===== src/rtl/core/pbd_pkg.sv =====
package pbd_pkg;

  localparam int SAMPLE_W = 10;
  localparam int DEV_W    = 8;
  localparam int MEAN_W   = 11;
  localparam int DIFF_W   = SAMPLE_W + 2;

  localparam int WINDOW_DEPTH_DEF = 128;

  localparam logic [MEAN_W-1:0]       MEAN_RESET = 11'd1024;
  localparam logic signed [DEV_W-1:0] DEV_MAX    = 8'sd127;
  localparam logic signed [DEV_W-1:0] DEV_MIN    = -8'sd128;

  typedef enum logic [2:0] {
    S_IDLE,
    S_UPDATE,
    S_SCAN,
    S_DRAIN,
    S_DONE
  } pbd_state_e;

  typedef struct packed {
    logic load;     // capture the sample word
    logic update;   // deviation, mean, history write, peak step
    logic scan_rd;  // read one history entry during a rescan
    logic finish;   // beat test and result load
  } pbd_cmd_t;

  typedef struct packed {
    logic need_scan;
    logic scan_last;
    logic out_free;
  } pbd_status_t;

endpackage


===== src/rtl/core/pbd_ctrl.sv =====
module pbd_ctrl (
  input  logic                 clk_i,
  input  logic                 rst_ni,
  input  logic                 in_valid_i,
  output logic                 in_stall_o,
  input  pbd_pkg::pbd_status_t status_i,
  output pbd_pkg::pbd_cmd_t    cmd_o
);
  import pbd_pkg::*;

  pbd_state_e state_q, state_d;

  always_ff @(posedge clk_i or negedge rst_ni) begin
    if (!rst_ni) begin
      state_q <= S_IDLE;
    end else begin
      state_q <= state_d;
    end
  end

  always_comb begin
    state_d    = state_q;
    cmd_o      = '0;
    in_stall_o = 1'b1;
    case (state_q)
      S_IDLE: begin
        in_stall_o = 1'b0;
        if (in_valid_i) begin
          cmd_o.load = 1'b1;
          state_d    = S_UPDATE;
        end
      end
      S_UPDATE: begin
        cmd_o.update = 1'b1;
        state_d      = status_i.need_scan ? S_SCAN : S_DONE;
      end
      S_SCAN: begin
        cmd_o.scan_rd = 1'b1;
        if (status_i.scan_last) begin
          state_d = S_DRAIN;
        end
      end
      S_DRAIN: begin
        // last read word is compared here
        state_d = S_DONE;
      end
      S_DONE: begin
        if (status_i.out_free) begin
          cmd_o.finish = 1'b1;
          state_d      = S_IDLE;
        end
      end
      default: begin
        state_d = S_IDLE;
      end
    endcase
  end

endmodule


===== src/rtl/core/pbd_datapath.sv =====
module pbd_datapath #(
  parameter int WindowDepth = pbd_pkg::WINDOW_DEPTH_DEF
) (
  input  logic                                 clk_i,
  input  logic                                 rst_ni,
  input  pbd_pkg::pbd_cmd_t                    cmd_i,
  output pbd_pkg::pbd_status_t                 status_o,
  input  logic [pbd_pkg::SAMPLE_W-1:0]         sample_i,
  input  logic                                 out_stall_i,
  output logic                                 out_valid_o,
  output logic                                 beat_o,
  output logic signed [pbd_pkg::DEV_W-1:0]     deviation_o,
  output logic signed [pbd_pkg::DEV_W-1:0]     window_peak_o
);
  import pbd_pkg::*;

  localparam int IdxW  = $clog2(WindowDepth);
  localparam int FillW = $clog2(WindowDepth + 1);
  localparam logic [IdxW-1:0]  LastIdx = IdxW'(WindowDepth - 1);
  localparam logic [FillW-1:0] FillMax = FillW'(WindowDepth);
  localparam logic [FillW:0]   FillCmp = (FillW + 1)'(WindowDepth);

  logic signed [DEV_W-1:0] hist_mem [WindowDepth];

  logic [SAMPLE_W-1:0]     sample_q;
  logic [MEAN_W-1:0]       mean_q;
  logic                    pending_q;
  logic signed [DEV_W-1:0] dev_q;
  logic signed [DEV_W-1:0] peak_q;
  logic [IdxW-1:0]         age_q;
  logic [IdxW-1:0]         wr_ptr_q;
  logic [FillW-1:0]        fill_q;
  logic [IdxW-1:0]         rd_ptr_q;
  logic [IdxW-1:0]         scan_cnt_q;
  logic signed [DEV_W-1:0] rd_data_q;
  logic [IdxW-1:0]         rd_idx_q;
  logic                    rd_ok_q;
  logic                    rd_vld_q;
  logic                    out_valid_q;
  logic                    out_beat_q;
  logic signed [DEV_W-1:0] out_dev_q;
  logic signed [DEV_W-1:0] out_peak_q;

  logic signed [DIFF_W-1:0] diff_c;
  logic signed [DEV_W-1:0]  dev_c;
  logic [MEAN_W-1:0]        twice_c;
  logic [IdxW-1:0]          wr_ptr_nx;
  logic [IdxW-1:0]          rd_ptr_nx;
  logic signed [DEV_W-1:0]  scan_val_c;
  logic                     scan_take_c;
  logic                     beat_c;
  logic                     out_free_c;

  always_comb begin
    diff_c = $signed({2'b00, sample_q}) - $signed({2'b00, mean_q[MEAN_W-1:1]});
    if (diff_c > DEV_MAX) begin
      dev_c = DEV_MAX;
    end else if (diff_c < DEV_MIN) begin
      dev_c = DEV_MIN;
    end else begin
      dev_c = diff_c[DEV_W-1:0];
    end
  end

  assign twice_c     = {sample_q, 1'b0};
  assign wr_ptr_nx   = (wr_ptr_q == LastIdx) ? '0 : wr_ptr_q + 1'b1;
  assign rd_ptr_nx   = (rd_ptr_q == LastIdx) ? '0 : rd_ptr_q + 1'b1;
  // slots never written since reset read as zero
  assign scan_val_c  = rd_ok_q ? rd_data_q : '0;
  assign scan_take_c = (rd_idx_q == '0) || (scan_val_c >= peak_q);
  assign beat_c      = !pending_q && ($signed({dev_q, 1'b0}) > $signed({peak_q[DEV_W-1], peak_q}));
  assign out_free_c  = !out_valid_q || !out_stall_i;

  assign status_o.need_scan = !(dev_c > peak_q) && (age_q == '0);
  assign status_o.scan_last = (scan_cnt_q == LastIdx);
  assign status_o.out_free  = out_free_c;

  // history memory: one write, one registered read
  always_ff @(posedge clk_i) begin
    if (cmd_i.update) begin
      hist_mem[wr_ptr_q] <= dev_c;
    end
    if (cmd_i.scan_rd) begin
      rd_data_q <= hist_mem[rd_ptr_q];
      rd_idx_q  <= scan_cnt_q;
      rd_ok_q   <= ((FillW + 1)'(FillW'(scan_cnt_q)) + (FillW + 1)'(fill_q)) >= FillCmp;
    end
  end

  // payload words
  always_ff @(posedge clk_i) begin
    if (cmd_i.load) begin
      sample_q <= sample_i;
    end
    if (cmd_i.update) begin
      dev_q    <= dev_c;
      rd_ptr_q <= wr_ptr_nx;
    end else if (cmd_i.scan_rd) begin
      rd_ptr_q <= rd_ptr_nx;
    end
    if (cmd_i.update) begin
      scan_cnt_q <= '0;
    end else if (cmd_i.scan_rd) begin
      scan_cnt_q <= scan_cnt_q + 1'b1;
    end
    if (cmd_i.finish) begin
      out_beat_q <= beat_c;
      out_dev_q  <= dev_q;
      out_peak_q <= peak_q;
    end
  end

  always_ff @(posedge clk_i or negedge rst_ni) begin
    if (!rst_ni) begin
      mean_q      <= MEAN_RESET;
      pending_q   <= 1'b0;
      peak_q      <= '0;
      age_q       <= '0;
      wr_ptr_q    <= '0;
      fill_q      <= '0;
      rd_vld_q    <= 1'b0;
      out_valid_q <= 1'b0;
    end else begin
      rd_vld_q <= cmd_i.scan_rd;
      if (cmd_i.update) begin
        wr_ptr_q <= wr_ptr_nx;
        if (fill_q != FillMax) begin
          fill_q <= fill_q + 1'b1;
        end
        if (twice_c > mean_q) begin
          mean_q <= mean_q + 1'b1;
        end else if (twice_c < mean_q) begin
          mean_q    <= mean_q - 1'b1;
          pending_q <= 1'b0;
        end
        if (dev_c > peak_q) begin
          peak_q <= dev_c;
          age_q  <= LastIdx;
        end else if (age_q != '0) begin
          age_q <= age_q - 1'b1;
        end
      end
      // rescan: oldest to newest, ties go to the later entry
      if (rd_vld_q && scan_take_c) begin
        peak_q <= scan_val_c;
        age_q  <= rd_idx_q;
      end
      if (cmd_i.finish) begin
        out_valid_q <= 1'b1;
        if (beat_c) begin
          pending_q <= 1'b1;
        end
      end else if (!out_stall_i) begin
        out_valid_q <= 1'b0;
      end
    end
  end

  assign out_valid_o   = out_valid_q;
  assign beat_o        = out_beat_q;
  assign deviation_o   = out_dev_q;
  assign window_peak_o = out_peak_q;

  a_fill_bound: assert property (@(posedge clk_i) disable iff (!rst_ni)
    fill_q <= FillMax)
    else $error("history fill count beyond window depth");

  a_age_bound: assert property (@(posedge clk_i) disable iff (!rst_ni)
    age_q <= LastIdx)
    else $error("peak index outside the window");

  a_ptr_bound: assert property (@(posedge clk_i) disable iff (!rst_ni)
    (wr_ptr_q <= LastIdx) && (!rd_vld_q || rd_idx_q <= LastIdx))
    else $error("history pointer out of range");

endmodule


===== src/rtl/core/pulse_beat_detector_unit.sv =====
// Sequence: a sample word is taken in S_IDLE and processed in S_UPDATE; S_DONE loads
//   the result once the output is free, after a rescan (S_SCAN, S_DRAIN) if the peak
//   leaves the window. A new sample is taken only after the last result is loaded;
//   the rescan reads the history memory one entry a cycle through its single read port.
// Reset: asynchronous, active low; mean to 1024, peak and beat mark cleared;
//   history entries not yet written read as zero, so no clearing pass is needed.
module pulse_beat_detector_unit #(
  parameter int WindowDepth = pbd_pkg::WINDOW_DEPTH_DEF
) (
  input  logic                             clk_i,
  input  logic                             rst_ni,
  input  logic                             in_valid_i,
  output logic                             in_stall_o,
  input  logic [pbd_pkg::SAMPLE_W-1:0]     sample_i,
  output logic                             out_valid_o,
  input  logic                             out_stall_i,
  output logic                             beat_o,
  output logic signed [pbd_pkg::DEV_W-1:0] deviation_o,
  output logic signed [pbd_pkg::DEV_W-1:0] window_peak_o
);
  import pbd_pkg::*;

  pbd_cmd_t    cmd;
  pbd_status_t status;

  pbd_ctrl u_ctrl (
    .clk_i      (clk_i),
    .rst_ni     (rst_ni),
    .in_valid_i (in_valid_i),
    .in_stall_o (in_stall_o),
    .status_i   (status),
    .cmd_o      (cmd)
  );

  pbd_datapath #(
    .WindowDepth (WindowDepth)
  ) u_datapath (
    .clk_i         (clk_i),
    .rst_ni        (rst_ni),
    .cmd_i         (cmd),
    .status_o      (status),
    .sample_i      (sample_i),
    .out_stall_i   (out_stall_i),
    .out_valid_o   (out_valid_o),
    .beat_o        (beat_o),
    .deviation_o   (deviation_o),
    .window_peak_o (window_peak_o)
  );

endmodule

===== config.mk =====
export PLATFORM = sky130hd
export DESIGN_NAME = pulse_beat_detector_unit
export DESIGN_NICKNAME = d
export VERILOG_FILES = /design/src/rtl/core/pbd_pkg.sv /design/src/rtl/core/pbd_ctrl.sv /design/src/rtl/core/pbd_datapath.sv /design/src/rtl/core/pulse_beat_detector_unit.sv
export SDC_FILE = /design/constraint.sdc
export NUM_CORES = 1
export LEC_CHECK = 0
export ABC_CLOCK_PERIOD_IN_PS = 8400
export BUFFER_PORTS_ARGS = -buffer_cell sky130_fd_sc_hd__buf_4
export CAP_MARGIN = 20
export CORE_ASPECT_RATIO = 1.1
export CORE_UTILIZATION = 40
export CTS_BUF_LIST = sky130_fd_sc_hd__clkbuf_2
export CTS_CLUSTER_SIZE = 25
export DETAILED_ROUTE_END_ITERATION = 16
export GPL_TIMING_DRIVEN = 0
export PLACE_DENSITY_LB_ADDON = 0.3
export SLEW_MARGIN = 25
export SYNTH_ARGS = -nofsm -noshare
export SYNTH_HDL_FRONTEND = slang
export SYNTH_HIERARCHICAL = 1
export SYNTH_SLANG_ARGS = --single-unit

===== constraint.sdc =====
create_clock -name clk_i -period 8.4 [get_ports clk_i]
set_input_delay 1.68 -clock clk_i [delete_from_list [all_inputs] [get_ports clk_i]]
set_output_delay 1.68 -clock clk_i [all_outputs]
set_load 0.005 [all_outputs]

Word-level counts from Yosys, hierarchy flattened
Memories as Yosys holds them, arrays and structs flattened. A register that Yosys moved wholly into a read port is not among the register bits.
Index checks and enable logic that the tools add are counted.

word-level totals
  register bits after elaboration = 104
  bits of input ports = 14
  memories kept = 1
  output and inout bits = 19
  logic and storage cells = 108
  RAM bits = 1024

cells by class
  order comparisons = 8
  reductions and logical operators = 23
  $add $sub $neg = 9
  multiplexer cells = 37
  eq/ne operators = 12

memories
  name                 words  bits a word  rd ports  clocked after Yosys merged registers in  wr ports  line                source
  u_datapath.hist_mem  128    8            1         1                                        1         pbd_datapath.sv:23  logic signed [DEV_W-1:0] hist_mem [WindowDepth];

operator list
  kind                                                                number
  2-to-1 mux 7 bit                                                    8
  2-to-1 mux 8 bit                                                    6
  2-to-1 mux 11 bit                                                   2
  adder 7 x 1 -> 7 bit (second input constant)                        3
  == test 7 bit (second input constant)                               3
  2-to-1 mux 1 bit                                                    16
  case mux 3 bit (5 select lines)                                     1
  logical NOT 7 bit                                                   2
  > comparator 12 x 8 -> 1 bit (second input constant)                1
  less-than comparator 12 x 8 -> 1 bit (second input constant)        1
  2-to-1 mux 3 bit                                                    4
  adder 11 x 1 -> 11 bit (second input constant)                      1
  > comparator 11 bit                                                 1
  less-than comparator 11 bit                                         1
  subtractor 10 x 10 -> 11 bit                                        1
  subtractor 11 x 1 -> 11 bit (second input constant)                 1
  adder 7 x 8 -> 9 bit                                                1
  greater-or-equal comparator 9 x 8 -> 1 bit (second input constant)  1
  > comparator 9 x 8 -> 1 bit                                         1
  adder 8 x 1 -> 8 bit (second input constant)                        1
  greater-or-equal comparator 8 bit                                   1
  > comparator 8 bit                                                  1
  inequality test 8 bit (second input constant)                       1
  AND reduction 2 bit                                                 4
  14 further kinds                                                    26

Logic depth before layout (Yosys ltp)
  word-level depth = 9
  depth in mapped cells = 20
  gate-level depth less buffers = 19

Cells and area by module
The synthesis kept the hierarchy.

modules (own cells, without submodules)
  module        times used  sequential area each (um^2)  area an instance (um^2)  cells an instance
  pbd_datapath  1           33733.6                      45591.2                  2226
  pbd_ctrl      1           75.1                         168.9                    17

Least setup slack after synthesis
Ideal clock, no wire load.

  kind = register to register
  from = register u_datapath.mean_q[8]
  to = register u_datapath.peak_q[0]
  cell stages (with the launch flop) = 19
  data required time = 8235 ps
  period minus slack after synthesis = 7657 ps
  path slack = 743 ps
  library setup time = 165 ps
  arrival time = 7491 ps
  buffers on the path = 1
  path through = dfrtp_1 > inv_1 > ha_1 > clkbuf_1 > and3_1 > and4_1 > nand2_1 > o211a_1 > o31ai_1 > nand2_1 > nand2_1 > ha_1 > nor2b_1 > o21a_1 > o21ai_0 > a2111oi_1 > o21ai_0 > nor3b_1 > a222oi_1

on the way
  word-level cells in the longest chain between the ends = 7
  elaborated cells between the ends (all ways) = 11
  classes of those cells = add/sub (1); order compare (3); mux (5); reduce/logical (2)

ends and longest elaborated chain
  item                                  line                 source
  start, declared                       pbd_datapath.sv:26   logic [MEAN_W-1:0] mean_q;
  start signal, assigned                pbd_datapath.sv:131  mean_q <= mean_q + 1'b1;
  start signal, assigned                pbd_datapath.sv:133  mean_q <= mean_q - 1'b1;
  subtractor 10 x 10 -> 11 bit (*)      pbd_datapath.sv:55   diff_c = $signed({2'b00, sample_q}) - $signed({2'b00, mean_q[MEAN_W-1:1]});
  less-than comparator 12 x 8 -> 1 bit  pbd_datapath.sv:58   end else if (diff_c < DEV_MIN) begin
  2-to-1 mux 8 bit                      pbd_datapath.sv:58
  2-to-1 mux 8 bit (*)                  pbd_datapath.sv:56   if (diff_c > DEV_MAX) begin
  via u_datapath.dev_c[7]               pbd_datapath.sv:45   logic signed [DEV_W-1:0] dev_c;
  > comparator 8 bit (*)                pbd_datapath.sv:136  if (dev_c > peak_q) begin
  nonzero test 2 bit (no line) (*)      -
  AND reduction 2 bit (no line) (*)     -
  end signal, assigned                  pbd_datapath.sv:137  peak_q <= dev_c;
  end signal, assigned                  pbd_datapath.sv:145  peak_q <= scan_val_c;
  end, declared                         pbd_datapath.sv:29   logic signed [DEV_W-1:0] peak_q;

The timed path passes the listed nets; every way through them passes the cells marked *. The select of a mux whose other input is x is not followed.
A chain may end at the register's enable or synchronous reset.

Final worst setup path
  from = register u_datapath.sample_q[0]
  to = register u_datapath.peak_q[1]

on the way
  word-level cells in the longest chain between the ends = 7
  elaborated cells between the ends (all ways) = 11
  classes of those cells = add/sub (1); order compare (3); mux (5); reduce/logical (2)

ends and longest elaborated chain
  item                                  line                 source
  start, declared                       pbd_datapath.sv:25   logic [SAMPLE_W-1:0] sample_q;
  start signal, assigned                pbd_datapath.sv:93   sample_q <= sample_i;
  subtractor 10 x 10 -> 11 bit (*)      pbd_datapath.sv:55
  less-than comparator 12 x 8 -> 1 bit  pbd_datapath.sv:58
  2-to-1 mux 8 bit                      pbd_datapath.sv:58
  2-to-1 mux 8 bit (*)                  pbd_datapath.sv:56
  via u_datapath.dev_c[6]               pbd_datapath.sv:45
  > comparator 8 bit (*)                pbd_datapath.sv:136
  nonzero test 2 bit (no line) (*)      -
  AND reduction 2 bit (no line) (*)     -

Marked as above.

==> summary.md <==
| Metric | Value |
|---|---|
| Status | complete, no violations |
| Final Skew | 0.1725 ns |
| Final Routed Wirelength | 112700 um |
| Initial core utilization | 0.4050 |
| Worst hold-check path type | in -> async |
| CTS tree | done |
| Pre-CTS setup slack | 2.209 ns |
| Unrepaired setup endpoints after global routing | no |
| Reg power frac | 0.474 |
| Synth Register Bits | 1136 |
| Synth warn | 6 |
| Slew headroom | 0.1948 |
| # setup viols final | 0 |
| Root buffer cell | clkbuf_2 |
| EDFF count, synth | 1082 |
| Most frequent cells in the layout | 1082 x edfxtp_1, 436 x clkbuf_2, 324 x mux4_2 |
| Core area | 113000 um^2 |
| DRT iter0 DRCs | 2547 |
| Avg Vias per Cell | 5.550 |
| Switching component of the power | 6382 uW |
| Most common cell after layout, fill and taps aside | edfxtp_1 |
| Crit share post-route | 0.7455 |
| # DRC | 0 |
| Post-Layout Cell Count | 4304 |
| Final Total Pwr | 18180 uW |
| Mean post-synth cell area | 20.40 um^2 |
| Sequential area share after synthesis | 0.7388 |
| Total track usage | 0.1966 |
| Cell count after synthesis | 2243 |
| Minimum clock period | 6.262 ns |
| Mapped Nets | 2317 |
| Worst-Margin Slew | 1.208 ns |
| DR vias | 23.89k |
| Worst Path Required | 9.57 ns |
| Area of the mapped netlist | 45760 um^2 |
| FF-to-FF path depth | 18 |
| CTS clk-pin slew, worst paths | 0.11 ns |
| GR Overflow Total | 0 |
| # hold bufs at CTS | 0 |
| Max IR drop VDD | 0.6238 mV |
| Internal power | 11800 uW |
| Clock latency on the worst-skew pair | 1.49 ns |
| CTS Buf Count | 301 |
| Maximum fanout along the worst path | 67 |
| WP data arrival | 7.44 ns |
| Fin. Hold Viols | 0 |
| FMAX | 159.7 MHz |
| Largest net degree at the start of global routing | 82 |
| Critical path cell sequence | inv_1, ha_1, inv_1, fa_1, a41oi_1, a31oi_1, nor4_1, a311oi_1, o31ai_1, nand2_1, nand2_4, ha_1, nand3_1, o21ai_0, a2111oi_2, o21ai_0, nor3b_1, a222oi_1 |
| Area grow syn2layout | 11.21% |
| Max_cap viols | 0 |
| Post-synthesis cell type count | 67 |
| Port buffer count | 32 |
| Clock network fraction of total power | 0.200 |
| CP max stage delay | 0.71 ns |
| Initial antenna violation count | 1 |
| H-tree depth | 5 |
| Row cnt | 129 |
| Crit path kind | reg -> reg |
| Ys async rst share | 0.04137 |
| Buf+Inv Stages, Crit Path | 2 |
| Post CTS Setup Buffer Count | 0 |
| Vias in the first global route | 25.22k |
| Most common flop cell mapped by yosys | edfxtp_1 |
| Switch share | 0.3511 |
| PD cells | 357.2 nW/um^2 |
| Gpl congestion | 0.9106 |
| HPWL after DPL | 73730 um |
| PnR worst setup slack | 2.138 ns |
| Crit path depth | 18 |
| First-pass GRT wire length | 165700 um |
| Combinational Power Share | 0.326 |
| Final layout net count | 2669 |
| Clock tree buffer depth | 4 |
| Crit. End Element | flip-flop |
| Post-cts gate resize count | 0 |
| Pre-antenna DRT Iters | 6 |
| Fillers | 9802 |
| # IOs | 33 |
| Cell leakage power | 0.01677 uW |
| CTS sink cnt | 1136 |
| DP Cell Count | 3798 |
| Pins over their slew limit | 0 |
| CP top delay family | compound AO/OA/AOI/OAI gates |
| Chip Height | 356.7 um |
| Avg WL per Cell | 26.20 um |
| Hold_ws | 0.2569 ns |
| CP max stage cell | o31ai_1 |
| Antenna viol nets, final | 0 |
| Startpoint Class | flip-flop |
| Die width | 324.5 um |
| Die footprint | 115800 um^2 |
| Layout cells sized above 1 | 0.3197 |
[metal layers]
metal	vias to the layer above	GRT usage	wire (um)	part of all wire
li1	10120	-	-	-
met1	12550	0.2486	44280	0.39
met2	1036	0.3349	57680	0.51
met3	176	0.04309	8278	0.073
met4	0	0.06887	2500	0.022
met5	-	0	0	0
[state kept, by name, indices dropped and copies added (netlist names), 8 cells and up]
register                  flops
u_datapath/window_peak_o      8
u_datapath/deviation_o        8
u_datapath/mean_q            11
u_datapath/fill_q             8
u_datapath/hist_mem        1024
u_datapath/dev_q              8
u_datapath/rd_data_q          8
u_datapath/peak_q             8
u_datapath/sample_q          10
[per-stage QoR]
stage / instance area [um^2] / setup TNS, ns / utilization
CTS: 50880 / 0 / 0.4503
global route: 50890 / 0 / 0.4504
floorplan: 45760 / 0 / -
detailed placement: 48350 / 0 / 0.4279
global placement: 47880 / -606.57 / 0.4238
finish: 50890 / 0 / 0.4504
[synth_stat cells (all sizes together) (9+ instances only)]
master	number	area (um^2)
inv	45	168.9
nor2b	14	87.58
nand4	12	75.07
nand3	24	120.1
buf	46	236.5
edfxtp	1082	32490
a21o	12	90.09
xnor2	23	201.4
clkbuf	63	236.5
mux2i	24	240.2
xor2	15	131.4
dfrtp	46	1151
o21ai	38	190.2
mux4	324	7297
nand2	89	334.1
a21oi	23	115.1
and2	11	68.82
ha	57	713.2
a221oi	9	78.83
nor2	156	585.6
[cells by family (layout without fill, tap and decap cells)]
| family | count (synthesis) | count (layout) | synth area share |
|---|---|---|---|
| AO/OA/AOI/OAI | 145 | 145 | 0.02196 |
| XOR/XNOR | 38 | 38 | 0.007273 |
| adder cells (fa/ha/maj) | 60 | 60 | 0.01690 |
| buffers and inverters | 155 | 708 | 0.01411 |
| flip-flops | 1136 | 1136 | 0.7388 |
| multiplexers | 351 | 351 | 0.1654 |
| other | 0 | 2 | 0 |
| AND/OR/NAND/NOR | 358 | 358 | 0.03549 |
[worst paths after layout]
kind	startpoint	to	slack, ns
min in group clk_i	sample_i[0]	u_datapath/sample_q[0]	0.41
hold reg to reg	u_datapath/dev_q[2]	u_datapath/deviation_o[2]	0.45
setup / recovery	u_datapath/sample_q[0]	u_datapath/peak_q[1]	2.14
hold / removal	rst_ni	u_datapath/wr_ptr_q[6]	0.26
setup reg to reg	u_datapath/sample_q[0]	u_datapath/peak_q[1]	2.14
max in group asynchronous	rst_ni	u_datapath/peak_q[1]	7.55
[layout make-up]
class / count / area, um^2 / share of cell area
antenna: 2 / 5.005 / 0.00009834
buffer: 109 / 479.2 / 0.009416
clock buffer: 431 / 2157 / 0.04239
clock inverter: 73 / 376.6 / 0.007400
inverter: 46 / 172.7 / 0.003393
multi-input combinational: 952 / 11400 / 0.2240
sequential: 1136 / 33810 / 0.6643
tap: 1506 / 1884 / 0.03703
timing repair buffer: 49 / 608.1 / 0.01195
[power by group through the flow]
| stage | sequential [uW] | combinational (uW) | clock [uW] |
|---|---|---|---|
| after floorplan | 9010 | 3180 | 0 |
| after global placement | 8990 | 4720 | 0 |
| after detailed placement | 8750 | 5950 | 0 |
| after CTS | 8620 | 5950 | 3760 |
| after global routing | 8650 | 6350 | 4050 |
| final | 8620 | 5920 | 3640 |
Power figures use the tool's default switching activity.
